==> src/hw/rtl/cpd_pkg.sv <==
// ----------------------------------------------------------------------------
// cpd_pkg
// Shared constants for the coordinate packet deframer: header and flag codes,
// frame positions and field widths.
// ----------------------------------------------------------------------------
package cpd_pkg;

    localparam int unsigned BYTE_W  = 8;
    localparam int unsigned COORD_W = 32;
    localparam int unsigned LIMIT_W = 31;
    localparam int unsigned POS_W   = 4;
    localparam int unsigned USER_W  = 3;

    localparam logic [BYTE_W-1:0] HDR_BYTE  = 8'hFF;
    localparam logic [BYTE_W-1:0] FLAG_LINE = 8'h01;
    localparam logic [BYTE_W-1:0] FLAG_STEP = 8'h02;

    localparam logic [LIMIT_W-1:0] LIMIT_RESET = 31'd656;

    // Frame positions: 0 and 1 are the header, 2 is the motion flag,
    // 3 to 6 carry x, 7 to 10 carry y and 11 is the checksum.
    localparam logic [POS_W-1:0] POS_FLAG   = 4'd2;
    localparam logic [POS_W-1:0] POS_X_LAST = 4'd6;
    localparam logic [POS_W-1:0] POS_LAST   = 4'd11;

endpackage

==> src/hw/rtl/coord_packet_deframer.sv <==
// ----------------------------------------------------------------------------
// coord_packet_deframer
// Hunts for a 0xFF 0xFF header in a byte stream, collects a 12-byte frame,
// checks its inverted-sum checksum and emits the decoded motion record.
// ----------------------------------------------------------------------------
//
//  Channel  Dir  Handshake         Payload
//  s_       in   s_tvalid/tready   s_tdata[7:0] = rx_byte
//  m_       out  m_tvalid/tready   m_tdata[63:0] = y_coord:x_coord,
//                                  m_tuser[2:0] = motion_kind:kind_valid:checksum_ok
//  cfg_     in   cfg_we            cfg_wdata[30:0] = coord_limit
//
// One byte is taken per cycle while no checksum byte waits. A byte is captured in an
// input register and processed from there; a finished frame moves into the result
// register when its checksum byte is processed. The result register holds
// while m_tready is low; only a checksum byte then waits, other bytes flow on.
// Reset (aresetn low, synchronous) returns the deframer to header hunting and
// coord_limit to 656.
// ----------------------------------------------------------------------------
module coord_packet_deframer (
    input  logic                               aclk,
    input  logic                               aresetn,
    input  logic                               cfg_we,
    input  logic [cpd_pkg::LIMIT_W-1:0]        cfg_wdata,  // coord_limit
    input  logic                               s_tvalid,
    output logic                               s_tready,
    input  logic [cpd_pkg::BYTE_W-1:0]         s_tdata,    // rx_byte
    output logic                               m_tvalid,
    input  logic                               m_tready,
    output logic [2*cpd_pkg::COORD_W-1:0]      m_tdata,    // x_coord, y_coord
    output logic [cpd_pkg::USER_W-1:0]         m_tuser     // checksum_ok, kind_valid,
                                                           // motion_kind
);

    localparam logic [1:0] PH_HUNT = 2'd0;
    localparam logic [1:0] PH_HDR  = 2'd1;
    localparam logic [1:0] PH_BODY = 2'd2;

    logic [cpd_pkg::LIMIT_W-1:0]  limit_reg;
    logic                         in_valid_reg;
    logic [cpd_pkg::BYTE_W-1:0]   in_byte_reg;
    logic [1:0]                   phase_reg, phase_next;
    logic [cpd_pkg::POS_W-1:0]    index_reg, index_next;
    logic [cpd_pkg::BYTE_W-1:0]   sum_reg, sum_next;
    logic [cpd_pkg::BYTE_W-1:0]   motion_reg, motion_next;
    logic [cpd_pkg::COORD_W-1:0]  x_reg, x_next;
    logic [cpd_pkg::COORD_W-1:0]  y_reg, y_next;
    logic                         out_valid_reg;
    logic [2*cpd_pkg::COORD_W-1:0] out_data_reg;
    logic [cpd_pkg::USER_W-1:0]   out_user_reg;

    logic                         is_last;
    logic                         out_free;
    logic                         stage_fire;
    logic                         out_load;
    logic                         csum_ok;
    logic                         kind_ok;
    logic                         kind_step;
    logic [cpd_pkg::COORD_W-1:0]  x_sat;
    logic [cpd_pkg::COORD_W-1:0]  y_sat;
    logic signed [cpd_pkg::COORD_W-1:0] limit_s;

    assign is_last    = (phase_reg == PH_BODY) && (index_reg == cpd_pkg::POS_LAST);
    assign out_free   = !out_valid_reg || m_tready;
    assign stage_fire = in_valid_reg && (!is_last || out_free);
    assign out_load   = stage_fire && is_last;
    assign s_tready   = !in_valid_reg || stage_fire;

    // Result fields, formed from the state left by bytes 2 to 10 and the checksum byte.
    assign csum_ok   = (~sum_reg) == in_byte_reg;
    assign kind_ok   = (motion_reg == cpd_pkg::FLAG_LINE) ||
                       (motion_reg == cpd_pkg::FLAG_STEP);
    assign kind_step = motion_reg == cpd_pkg::FLAG_STEP;
    assign limit_s   = signed'({1'b0, limit_reg});
    assign x_sat     = (signed'(x_reg) > limit_s) ? unsigned'(limit_s) : x_reg;
    assign y_sat     = (signed'(y_reg) > limit_s) ? unsigned'(limit_s) : y_reg;

    always_comb begin
        phase_next  = phase_reg;
        index_next  = index_reg;
        sum_next    = sum_reg;
        motion_next = motion_reg;
        x_next      = x_reg;
        y_next      = y_reg;
        unique case (phase_reg)
            PH_HDR: begin
                if (in_byte_reg == cpd_pkg::HDR_BYTE) begin
                    phase_next = PH_BODY;
                    index_next = cpd_pkg::POS_FLAG;
                    sum_next   = '0;
                    x_next     = '0;
                    y_next     = '0;
                end else begin
                    phase_next = PH_HUNT;
                end
            end
            PH_BODY: begin
                if (is_last) begin
                    phase_next = PH_HUNT;
                    index_next = '0;
                end else begin
                    sum_next   = sum_reg + in_byte_reg;
                    index_next = index_reg + cpd_pkg::POS_W'(1);
                    if (index_reg == cpd_pkg::POS_FLAG) begin
                        motion_next = in_byte_reg;
                    end else if (index_reg <= cpd_pkg::POS_X_LAST) begin
                        x_next = {x_reg[cpd_pkg::COORD_W-cpd_pkg::BYTE_W-1:0], in_byte_reg};
                    end else begin
                        y_next = {y_reg[cpd_pkg::COORD_W-cpd_pkg::BYTE_W-1:0], in_byte_reg};
                    end
                end
            end
            default: begin
                phase_next = (in_byte_reg == cpd_pkg::HDR_BYTE) ? PH_HDR : PH_HUNT;
            end
        endcase
    end

    always_ff @(posedge aclk) begin
        if (!aresetn) begin
            limit_reg <= cpd_pkg::LIMIT_RESET;
        end else if (cfg_we) begin
            limit_reg <= cfg_wdata;
        end
    end

    always_ff @(posedge aclk) begin
        if (!aresetn) begin
            in_valid_reg <= 1'b0;
        end else if (s_tready) begin
            in_valid_reg <= s_tvalid;
        end
    end

    always_ff @(posedge aclk) begin
        if (s_tvalid && s_tready) begin
            in_byte_reg <= s_tdata;
        end
    end

    always_ff @(posedge aclk) begin
        if (!aresetn) begin
            phase_reg  <= PH_HUNT;
            index_reg  <= '0;
            sum_reg    <= '0;
            motion_reg <= '0;
            x_reg      <= '0;
            y_reg      <= '0;
        end else if (stage_fire) begin
            phase_reg  <= phase_next;
            index_reg  <= index_next;
            sum_reg    <= sum_next;
            motion_reg <= motion_next;
            x_reg      <= x_next;
            y_reg      <= y_next;
        end
    end

    always_ff @(posedge aclk) begin
        if (!aresetn) begin
            out_valid_reg <= 1'b0;
        end else if (out_free) begin
            out_valid_reg <= out_load;
        end
    end

    always_ff @(posedge aclk) begin
        if (out_load) begin
            out_data_reg <= {y_sat, x_sat};
            out_user_reg <= {kind_step, kind_ok, csum_ok};
        end
    end

    assign m_tvalid = out_valid_reg;
    assign m_tdata  = out_data_reg;
    assign m_tuser  = out_user_reg;

`ifndef SYNTHESIS
    a_body_index_range: assert property (@(posedge aclk) disable iff (!aresetn)
        phase_reg == PH_BODY |-> index_reg >= cpd_pkg::POS_FLAG &&
                                 index_reg <= cpd_pkg::POS_LAST)
        else $error("body position out of frame range");

    a_last_byte_emits: assert property (@(posedge aclk) disable iff (!aresetn)
        out_load |=> m_tvalid && phase_reg == PH_HUNT)
        else $error("checksum byte did not produce a result");

    a_input_holds: assert property (@(posedge aclk) disable iff (!aresetn)
        in_valid_reg && !stage_fire |=> in_valid_reg && $stable(in_byte_reg))
        else $error("held input byte was lost or changed");

    a_header_starts_body: assert property (@(posedge aclk) disable iff (!aresetn)
        stage_fire && phase_reg == PH_HDR && in_byte_reg == cpd_pkg::HDR_BYTE
        |=> phase_reg == PH_BODY && index_reg == cpd_pkg::POS_FLAG && sum_reg == '0)
        else $error("second header byte did not open a clean frame");

    a_no_result_midframe: assert property (@(posedge aclk) disable iff (!aresetn)
        !$past(out_load) && $past(out_free) |-> !m_tvalid)
        else $error("result appeared without a checksum byte");
`endif

endmodule

==> config.mk <==
export PLATFORM = sky130hd
export DESIGN_NAME = coord_packet_deframer
export DESIGN_NICKNAME = d
export VERILOG_FILES = /design/src/hw/rtl/cpd_pkg.sv /design/src/hw/rtl/coord_packet_deframer.sv
export SDC_FILE = /design/constraint.sdc
export NUM_CORES = 1
export LEC_CHECK = 0
export BUFFER_PORTS_ARGS = -buffer_cell sky130_fd_sc_hd__buf_2
export CORE_ASPECT_RATIO = 0.5
export CORE_MARGIN = 2
export CORE_UTILIZATION = 25
export DETAILED_ROUTE_END_ITERATION = 8
export PLACE_DENSITY = 0.45
export REMOVE_ABC_BUFFERS = 1
export SYNTH_ARGS = -nofsm -noshare
export SYNTH_HDL_FRONTEND = slang
export SYNTH_SLANG_ARGS = --single-unit
==> constraint.sdc <==
create_clock -name aclk -period 4.95 [get_ports aclk]
set_clock_uncertainty 0.1 [all_clocks]
set_input_delay 0.2475 -clock aclk [delete_from_list [all_inputs] [get_ports aclk]]
set_output_delay 0.2475 -clock aclk [all_outputs]
set_load 0.03 [all_outputs]
==> results.cfg, run 1 <==
[run]
maxCapViolations = 0

[timing]
hold_violations = 0
fin_tns_setup_ns = 0
relSlewSlack_pct = 21.1
timing.fmax_ghz = 0.267
report.final.slew_viol_count = 0
finalCritPeriodShare_pct = 75.8
worstMarginPinSlew_ns = 1.18
finalCriticalPeriod_ns = 3.75
setup_violations = 0
rsz0062_at_grt = false

[status]
status = finished clean

[floorplanning]
rows = 50
initial_core_util_pct = 25.2
ios = 113
coreArea_mm2 = 0.0372
die-height_um = 141
die-width_um = 278
dieArea_mm2 = 0.0391

[layout]
final_area_mm2 = 0.0113
syn2layout_area_growth_pct = 21.1
largest_reg_flops = 64
drive_gt1_share_pct = 24.2
antennaDiodeCount = 0
nNetsFinal = 1015

[worst_setup_path]
crit_cells = 9
path_buf_inv = 2
reg2reg_depth = 9
path_cells = inv_1 -> ha_1 -> a21oi_2 -> o21ai_1 -> a221o_1 -> o31a_1 -> o31ai_4 -> buf_4 -> mux2_2
slowest_stage = o31ai_4
path_class = flip-flop to flip-flop
endpoint_kind = flip-flop
arrival_ns = 3.84
startpoint_type = flip-flop
crit_family = compound AO/OA/AOI/OAI gates
cp.required_ns = 5.04
critPathMaxStageDelay_ns = 0.82
cp_max_fo = 20

[synthesis]
synth_edf_count = 75
synth_seq_cells = 194
synth-simple-area-share_pct = 9.26
async_flop_share_pct = 0
synth_adder_area_share_pct = 9.98
syn_area_per_cell_um2 = 12.4
synth_seq_area_share_pct = 49.5
ys_types = 55
synthCells = 755
syn-cell-area_mm2 = 0.00935
synth_flop_cell = dfxtp_1
synth_compound_area_share_pct = 12.5
synth_top_family_by_area = multiplexers
synth_mux_area_share_pct = 13.8
synth_xor_area_share_pct = 0.562
yosys_warnings = 0

[cts]
htree_levels = 4
clock_sinks = 194
post-cts-setup-buffer-count = 0
clk_pin_slew_worst_paths_ns = 0.07
cts.path.max_buffers = 2
cts_tree = built
cts-root-buf = clkbuf_16
clk-insertion-delay-late_ns = 0.44
cts_buffers = 17

[placement]
portBuffers = 112
dpl.hpwl_um = 17400
dpl_cell_area_mm2 = 0.0104
finalWeightedCongestion = 0.773

[global_route]
grt_pass1_vias = 6715
grt_max_degree = 68
grt_pass1_wl_um = 38500
antenna_found_initial = 0
track_usage_pct = 12.9
grt-ovfl-total = 0

[pwr]
switching_share_pct = 23.2
clock_power_share_pct = 42.0
leakage_nw = 4.56
comb_power_share_pct = 5.7
power_mw = 3.25
peakVddDrop_mv = 0.177
internal-power_mw = 2.49
power.density_mw_per_mm2 = 287
p_seq_share_pct = 52.3
p_sw_mw = 0.753

[detailed_routing]
drcViolationCount = 0
first_pass_iters = 4
wl_um = 24600
wl_per_cell_um = 17.5
via_per_inst = 4.52
vias = 6343
drtIter0Drc = 334
ant_nets = 0

[hold_path]
hold_depth = 4
hold_class = input pin to flip-flop
area by class of cell:
cell class | count | area [um2]
clock buffer | 17 | 425
timing repair buffer | 159 | 1010
inverter | 42 | 158
tap | 494 | 618
multi-input combinational | 483 | 4350
clock inverter | 15 | 138
sequential | 194 | 4630
fill | 3778 | 25800
final timing paths:
check	from	endpoint	slack, ns
worst min-delay path	m_tready	m_tvalid	0.20
worst min register to register	sum_reg[3]	sum_reg[3]	0.37
worst max-delay path	limit_reg[5]	m_tdata[30]	1.20
worst max register to register	limit_reg[5]	m_tdata[30]	1.20
per-layer routing:
layer	up-vias	track usage, %	routed length, um
met1	3154	16.6	11700
met5	-	0	0
met3	14	2.83	663
met2	73	22.4	12000
li1	3102	-	-
met4	0	2.53	171
power groups by stage:
stage	Sequential (mW)	Clock [mW]	Combinational, mW
detailed placement	1.74	0	0.162
floorplan	1.72	0	0.0967
global placement	1.74	0	0.160
finish	1.70	1.36	0.184
global route	1.70	1.47	0.207
CTS	1.70	1.41	0.187
timing repair:
action / in CTS / in global routing
resized for setup: 0 / 0
hold buffers: 40 / 0
hold endpoints to repair: 40 / 0
cells in the mapped netlist, drive strengths merged (2+ instances only):
cell type | n | share of area [%]
xor2 | 2 | 0.19
a21o | 3 | 0.24
o211ai | 7 | 0.56
edfxtp | 75 | 24
or3 | 3 | 0.20
a21oi | 30 | 1.7
a211o | 2 | 0.19
a211oi | 4 | 0.32
nand3b | 3 | 0.24
nand2 | 26 | 1.0
nor3 | 2 | 0.11
and3 | 2 | 0.13
a21boi | 6 | 0.48
and2 | 5 | 0.33
a221o | 2 | 0.21
o21ai | 15 | 0.80
mux2 | 62 | 9.9
mux2i | 37 | 4.0
dfxtp | 119 | 25
o31a | 2 | 0.19
xnor2 | 4 | 0.37
nor2b | 45 | 3.0
nand4 | 13 | 0.87
o21bai | 4 | 0.32
buf | 14 | 1.7
nor2 | 17 | 0.68
ha | 73 | 9.8
a22oi | 4 | 0.32
nand4b | 2 | 0.19
inv | 42 | 1.7
clkbuf | 22 | 0.88
nor3b | 3 | 0.29
nand2b | 3 | 0.20
a2111oi | 2 | 0.19
nor4 | 8 | 0.83
a22o | 64 | 6.0
o31ai | 3 | 0.54
o221ai | 2 | 0.19
nand3 | 16 | 0.86
stage by stage:
step	util (%)	setup WS (ns)	instances	hold slack, ns
after global placement	27.9	1.21	1332	0.331
after global routing	30.5	1.01	1404	0.234
after floorplan	-	0.526	719	0.246
after CTS	30.5	1.16	1404	0.180
final	30.5	1.20	1404	0.204
after detailed placement	27.9	1.16	1332	0.329
worst reg2reg max path: stages (launching register included):
cell and delay, ns:
dfxtp_1 0.38, inv_1 0.09, ha_1 0.32, a21oi_2 0.14, o21ai_1 0.10, a221o_1 0.35
o31a_1 0.27, o31ai_4 0.82, buf_4 0.54, mux2_2 0.39
logic make-up after synthesis:
family	count (synthesis)
DFF	194
AOI/OAI and AO/OA	153
and+or+nand+nor	151
muxes	99
buffers and inverters	78
adders and majority gates	74
xor gates and xnor gates	6
cells in the final DEF, fill, tap and decap left out, drive strengths merged, types with 5 or more instances in the layout:
cell type    synthesis  layout
dfxtp              119     119
buf                 14     119
edfxtp              75      75
ha                  73      73
a22o                64      64
mux2                62      62
inv                 42      46
nor2b               45      45
dlygate4sd3          0      40
mux2i               37      37
a21oi               30      30
nand2               26      26
clkbuf              22      17
nor2                17      17
nand3               16      16
o21ai               15      15
nand4               13      13
clkinv               0       9
nor4                 8       8
o211ai               7       7
a21boi               6       6
and2                 5       5
No activity file was read; power rests on OpenSTA's default activity.
==> run 2: changes to the inputs <==
Settings changed: ABC_AREA set to 1.
Clock period 4.95 ns to 3.7 ns, I/O delays scaled along.
==> run 2 against run 1 <==
  * Sequential cell count stayed put
  * Via count is 33% higher
  * Register-to-register slack worse by 0.45 ns
  * Power is 39% higher
  * Combinational power is 67% higher
  * Sequential share of layout area is 1.4 points lower
  * Synthesized area is 2.9% higher
  * Sequential power is 34% higher
  * Die area is 2.9% higher
  * Cell count is 28% higher
==> results.cfg, run 2 <==
[detailed_routing]
drcViolationCount = 0
drtIter0Drc = 637
ant_nets = 0
via_per_inst = 4.69
vias = 8454
first_pass_iters = 5
wl_um = 30100
wl_per_cell_um = 16.7

[synthesis]
yosys_warnings = 0
ys_types = 40
synth_top_cell_by_area = dfxtp_1
synth_seq_area_share_pct = 48.1
synth_area_leaders = dfxtp_1, edfxtp_1, nand2_1
yosysTopAreaCellShare_pct = 24.7
synth_most_common_cell = nand2_1
syn-cell-area_mm2 = 0.00963
synth_edf_count = 75
syn_area_per_cell_um2 = 8.45
synth_seq_cells = 194
synth_common_cells = nand2_1, a21oi_1, dfxtp_1
synthCells = 1140
synth_flop_cell = dfxtp_1
async_flop_share_pct = 0

[cts]
clk_pin_slew_worst_paths_ns = 0.07
cts-hold-fix-buffers = 43
cts_tree = built
ctsResizeCount = 0
post-cts-setup-buffer-count = 0
clock_sinks = 194
cts.path.max_buffers = 2
cts_buffers = 17
clk-insertion-delay-late_ns = 0.46
htree_levels = 4
cts-root-buf = clkbuf_16

[worst_setup_path]
startpoint_type = flip-flop
slowest_stage = nand2_1
critPathMaxStageDelay_ns = 0.43
path_buf_inv = 3
path_cells = inv_1 -> ha_1 -> inv_1 -> nor4_2 -> nor2b_1 -> nand2_1 -> nand2_1 -> nand3_1 -> buf_4 -> nand2_1 -> nand2_1
path_common_cell = nand2_1
endpoint_kind = flip-flop
path_class = flip-flop to flip-flop
arrival_ns = 3.05
cp.required_ns = 3.80
cp_max_fo = 18
crit_family = simple AND/OR/NAND/NOR gates

[placement]
dp.cells = 1726
portBuffers = 112
finalWeightedCongestion = 0.865
dp_slack_ns = 0.768
dpl.hpwl_um = 20400

[pwr]
power.density_mw_per_mm2 = 384
leakage_nw = 5.14
peakVddDrop_mv = 0.274

[layout]
multiInputGateArea_mm2 = 0.00439
layout_commonest_cell = nand2_1
fin_cells = 1801
antennaDiodeCount = 0
final_util_pct = 31.1
largest_reg_flops = 64
fill_cells = 4081
layout_common_cells = nand2_1, a21oi_1, dfxtp_1
syn2layout_area_growth_pct = 21.8
drive_gt1_share_pct = 14.8
nNetsFinal = 1386
seqCellArea_mm2 = 0.00463

[timing]
rsz0062_at_grt = false
setup_violations = 0
timing.fmax_ghz = 0.340
hold_slack_ns = 0.0300
report.final.slew_viol_count = 0
hold_violations = 0
relSlewSlack_pct = 22.0
finalCriticalPeriod_ns = 2.95
finalCritPeriodShare_pct = 79.6
fin_tns_setup_ns = 0
layout_setup_ws_ns = 0.755
worstMarginPinSlew_ns = 1.17

[floorplanning]
coreArea_mm2 = 0.0377
ios = 113
die-width_um = 282
die-height_um = 143
initial_core_util_pct = 25.6
dieArea_mm2 = 0.0402
rows = 50

[global_route]
antenna_found_initial = 0
grt-ovfl-total = 0
grt_max_degree = 67
grt_pass1_wl_um = 47300
grt_pass1_vias = 8605
track_usage_pct = 15.3

[run]
maxCapViolations = 0

[hold_path]
hold_class = input pin to flip-flop

[status]
status = finished clean
==> run 2: changes by cell type in the layout (fill, tap and decap cells not counted), sizes merged, moves of 13 or more <==
cell,before,now
nand2,26,296
a21oi,30,139
nand4,13,98
a22o,64,0
mux2,62,0
nor2,17,60
nor2b,45,2
o21ai,15,58
inv,46,84
mux2i,37,0
nand3,16,52
buf,119,132
==> run 2: stage by stage <==
step                total power [mW]  instance area (um2)
detailed placement              2.60                10700
CTS                             4.55                11700
floorplan                       2.48                 9330
global route                    4.69                11700
finish                          4.50                11700
global placement                2.60                10700
==> run 2: worst paths after layout <==
check | from | endpoint | slack (ns) | depth (start not counted)
max | limit_reg[29] | m_tdata[26] | 0.75 | 11
min | cfg_wdata[25] | limit_reg[25] | 0.03 | 3
max reg2reg | limit_reg[29] | m_tdata[26] | 0.75 | 11
min reg2reg | sum_reg[0] | sum_reg[0] | 0.37 | 2
==> run 2: worst register-to-register path, cell delays in order (launching register included) <==
cell and delay, ns:
dfxtp_1 0.35, inv_1 0.08, ha_1 0.31, inv_1 0.08
nor4_2 0.39, nor2b_1 0.25, nand2_1 0.08, nand2_1 0.43
nand3_1 0.19, buf_4 0.26, nand2_1 0.10, nand2_1 0.07
==> run 2: power by group <==
group	switching, mW	internal, mW
sequential	0.0390	2.24
clock	0.892	1.03
combinational	0.192	0.116
==> run 2: final cells by class <==
cell class              instances  share of cell area [%]
clock buffers                  19                    3.78
clock inverters                13                    1.29
inverters                      81                    2.63
multi-input cells             799                    37.4
flip-flops and latches        194                    39.5
well taps                     520                    5.55
repair buffers                175                    9.84
==> run 2: logic make-up (layout without fill, tap and decap cells) <==
| family | after synthesis | after routing | synth area share, % |
|---|---|---|---|
| AND/OR/NAND/NOR | 516 | 516 | 24.5 |
| buffers and inverters | 147 | 288 | 6.34 |
| adder cells (fa/ha/maj) | 74 | 74 | 9.69 |
| XOR/XNOR | 4 | 4 | 0.364 |
| flip-flops | 194 | 194 | 48.1 |
| AO/OA/AOI/OAI | 205 | 205 | 11.0 |
==> run 2: routing by layer <==
metal | global-route usage (%) | part of all wire [%] | wire (um)
met5 | 0 | 0 | 0
met4 | 4.34 | 1.8 | 534
met3 | 2.75 | 4.1 | 1230
met2 | 25.8 | 47 | 14200
met1 | 20.0 | 47 | 14100
==> run 3: changes to the inputs <==
Settings changed: ABC_AREA 1 to 0, PLACE_DENSITY 0.45 to 0.46.
Clock period 3.7 ns to 2.5 ns, I/O delays scaled along.
==> run 3 against run 2 <==
  * The flow now finishes with violations (negative setup slack)
  * Combinational power grew 74%
  * Global-route usage decreased by 1.4 points
  * Critical path depth shrank 1
  * Die area is 2.8% lower
  * Cell area is 11% higher
  * Register-to-register slack lost 1.1 ns
  * Maximum frequency increased by 1.8%
  * Non-clock buffer count up 135
==> results.cfg, run 3 (synthesis gave the netlist of run 1 again) <==
[layout]
layout_commonest_cell = buf_4
drive_gt1_share_pct = 40.8
nNetsFinal = 1166
final_util_pct = 35.2
fin_cells = 1555
syn2layout_area_growth_pct = 39.8
final_area_mm2 = 0.0131
layout_common_cells = buf_4, buf_2, dfxtp_1
antennaDiodeCount = 0
largest_reg_flops = 64

[timing]
hold_violations = 0
report.final.slew_viol_count = 0
fin_tns_setup_ns = -20.41
timing.fmax_ghz = 0.346
hold_slack_ns = 0.0386
layout_setup_ws_ns = -0.393
finalCriticalPeriod_ns = 2.89
relSlewSlack_pct = 59.5
worstMarginPinSlew_ns = 0.608
setup_violations = 62
rsz0062_at_grt = true
finalCritPeriodShare_pct = 116

[pwr]
leakage_nw = 5.43
power.density_mw_per_mm2 = 501
peakVddDrop_mv = 0.422
internal-power_mw = 4.89
clock_power_share_pct = 40.9
p_sw_mw = 1.67
p_seq_share_pct = 50.9
power_mw = 6.56
switching_share_pct = 25.5
comb_power_share_pct = 8.2

[detailed_routing]
first_pass_iters = 4
drcViolationCount = 0
wl_um = 26600
wl_per_cell_um = 17.1
ant_nets = 0
drtIter0Drc = 329
via_per_inst = 4.47
vias = 6945

[cts]
cts.path.max_buffers = 2
cts_buffers = 17
cts_tree = built
clock_sinks = 194
htree_levels = 4
clk_pin_slew_worst_paths_ns = 0.08
cts-root-buf = clkbuf_16
clk-insertion-delay-late_ns = 0.46

[placement]
dp.cells = 1467
dpl_cell_area_mm2 = 0.0115
dpl.hpwl_um = 19200
finalWeightedCongestion = 0.790
dp_slack_ns = -0.482
portBuffers = 112

[worst_setup_path]
cp_max_fo = 7
cp.required_ns = 2.61
startpoint_type = flip-flop
path_class = flip-flop to flip-flop
endpoint_kind = flip-flop
arrival_ns = 3.00

[floorplanning]
die-width_um = 278
rows = 50
dieArea_mm2 = 0.0391
coreArea_mm2 = 0.0372
initial_core_util_pct = 25.2
ios = 113
die-height_um = 141

[global_route]
grt_pass1_vias = 7326
grt_max_degree = 33
grt-ovfl-total = 0
track_usage_pct = 13.9
grt_pass1_wl_um = 41300
antenna_found_initial = 0

[run]
maxCapViolations = 0

[status]
violations = negative setup slack
status = finished with violations

[hold_path]
hold_class = input pin to flip-flop
==> run 3: changes by cell type in the layout (fill, tap and decap cells not counted), sizes merged, moves of 7 or more <==
cell,delta
nor2,-43
a22o,+64
nand4,-85
inv,-38
nand2,-270
mux2i,+37
o211ai,+7
buf,+137
o21ai,-43
nor2b,+43
mux2,+62
nand3,-36
a21oi,-109
==> run 3: per-layer routing <==
metal	part of all wire [%]	up-vias	global-route usage (%)
li1	-	3406	-
met1	47	3417	18.2
met2	48	103	23.2
met3	3.5	19	2.87
met4	1.5	0	3.87
met5	0	-	0
==> run 3: area by class of cell <==
cell class | count | area (um2)
clock buffers | 17 | 425
clock inverters | 15 | 149
fillers | 3704 | 24100
inverters | 42 | 163
multi-input cells | 483 | 4670
flip-flops and latches | 194 | 4660
well taps | 494 | 618
repair buffers | 310 | 2390
==> run 3: worst paths after layout <==
kind | from | to | slack [ns] | depth (start not counted)
max | limit_reg[15] | m_tdata[38] | -0.39 | 10
min | m_tready | in_valid_reg | 0.04 | 5
min reg2reg | sum_reg[3] | sum_reg[3] | 0.37 | 2
max reg2reg | limit_reg[15] | m_tdata[38] | -0.39 | 10
==> run 3: what timing repair did <==
| item | 4_1_cts | 5_1_grt |
|---|---|---|
| endpoints found under the hold margin | 44 | 0 |
| gates resized for setup | 64 | 19 |
| buffers inserted | 10 | 3 |
| setup endpoints to repair | 62 | 63 |
| cloned | 4 | 0 |
| hold buffers | 41 | 0 |
| pin swaps | 24 | 10 |
==> run 3: power by group through the flow <==
stage                     logic [mW]  clock network (mW)  registers (mW)
after floorplan                0.191                   0            3.41
after global placement         0.430                   0            3.41
after detailed placement       0.436                   0            3.41
after CTS                      0.529                2.77            3.34
after global routing           0.589                2.89            3.34
final                          0.536                2.68            3.34
==> run 3: worst max-delay path: stages, from the launching register on <==
cell     delay (ns)
dfxtp_4        0.37
inv_4          0.05
ha_4           0.27
nand4_1        0.20
or4_4          0.59
a21oi_4        0.16
o31a_1         0.21
o31ai_4        0.08
buf_6          0.15
buf_12         0.15
mux2_4         0.30
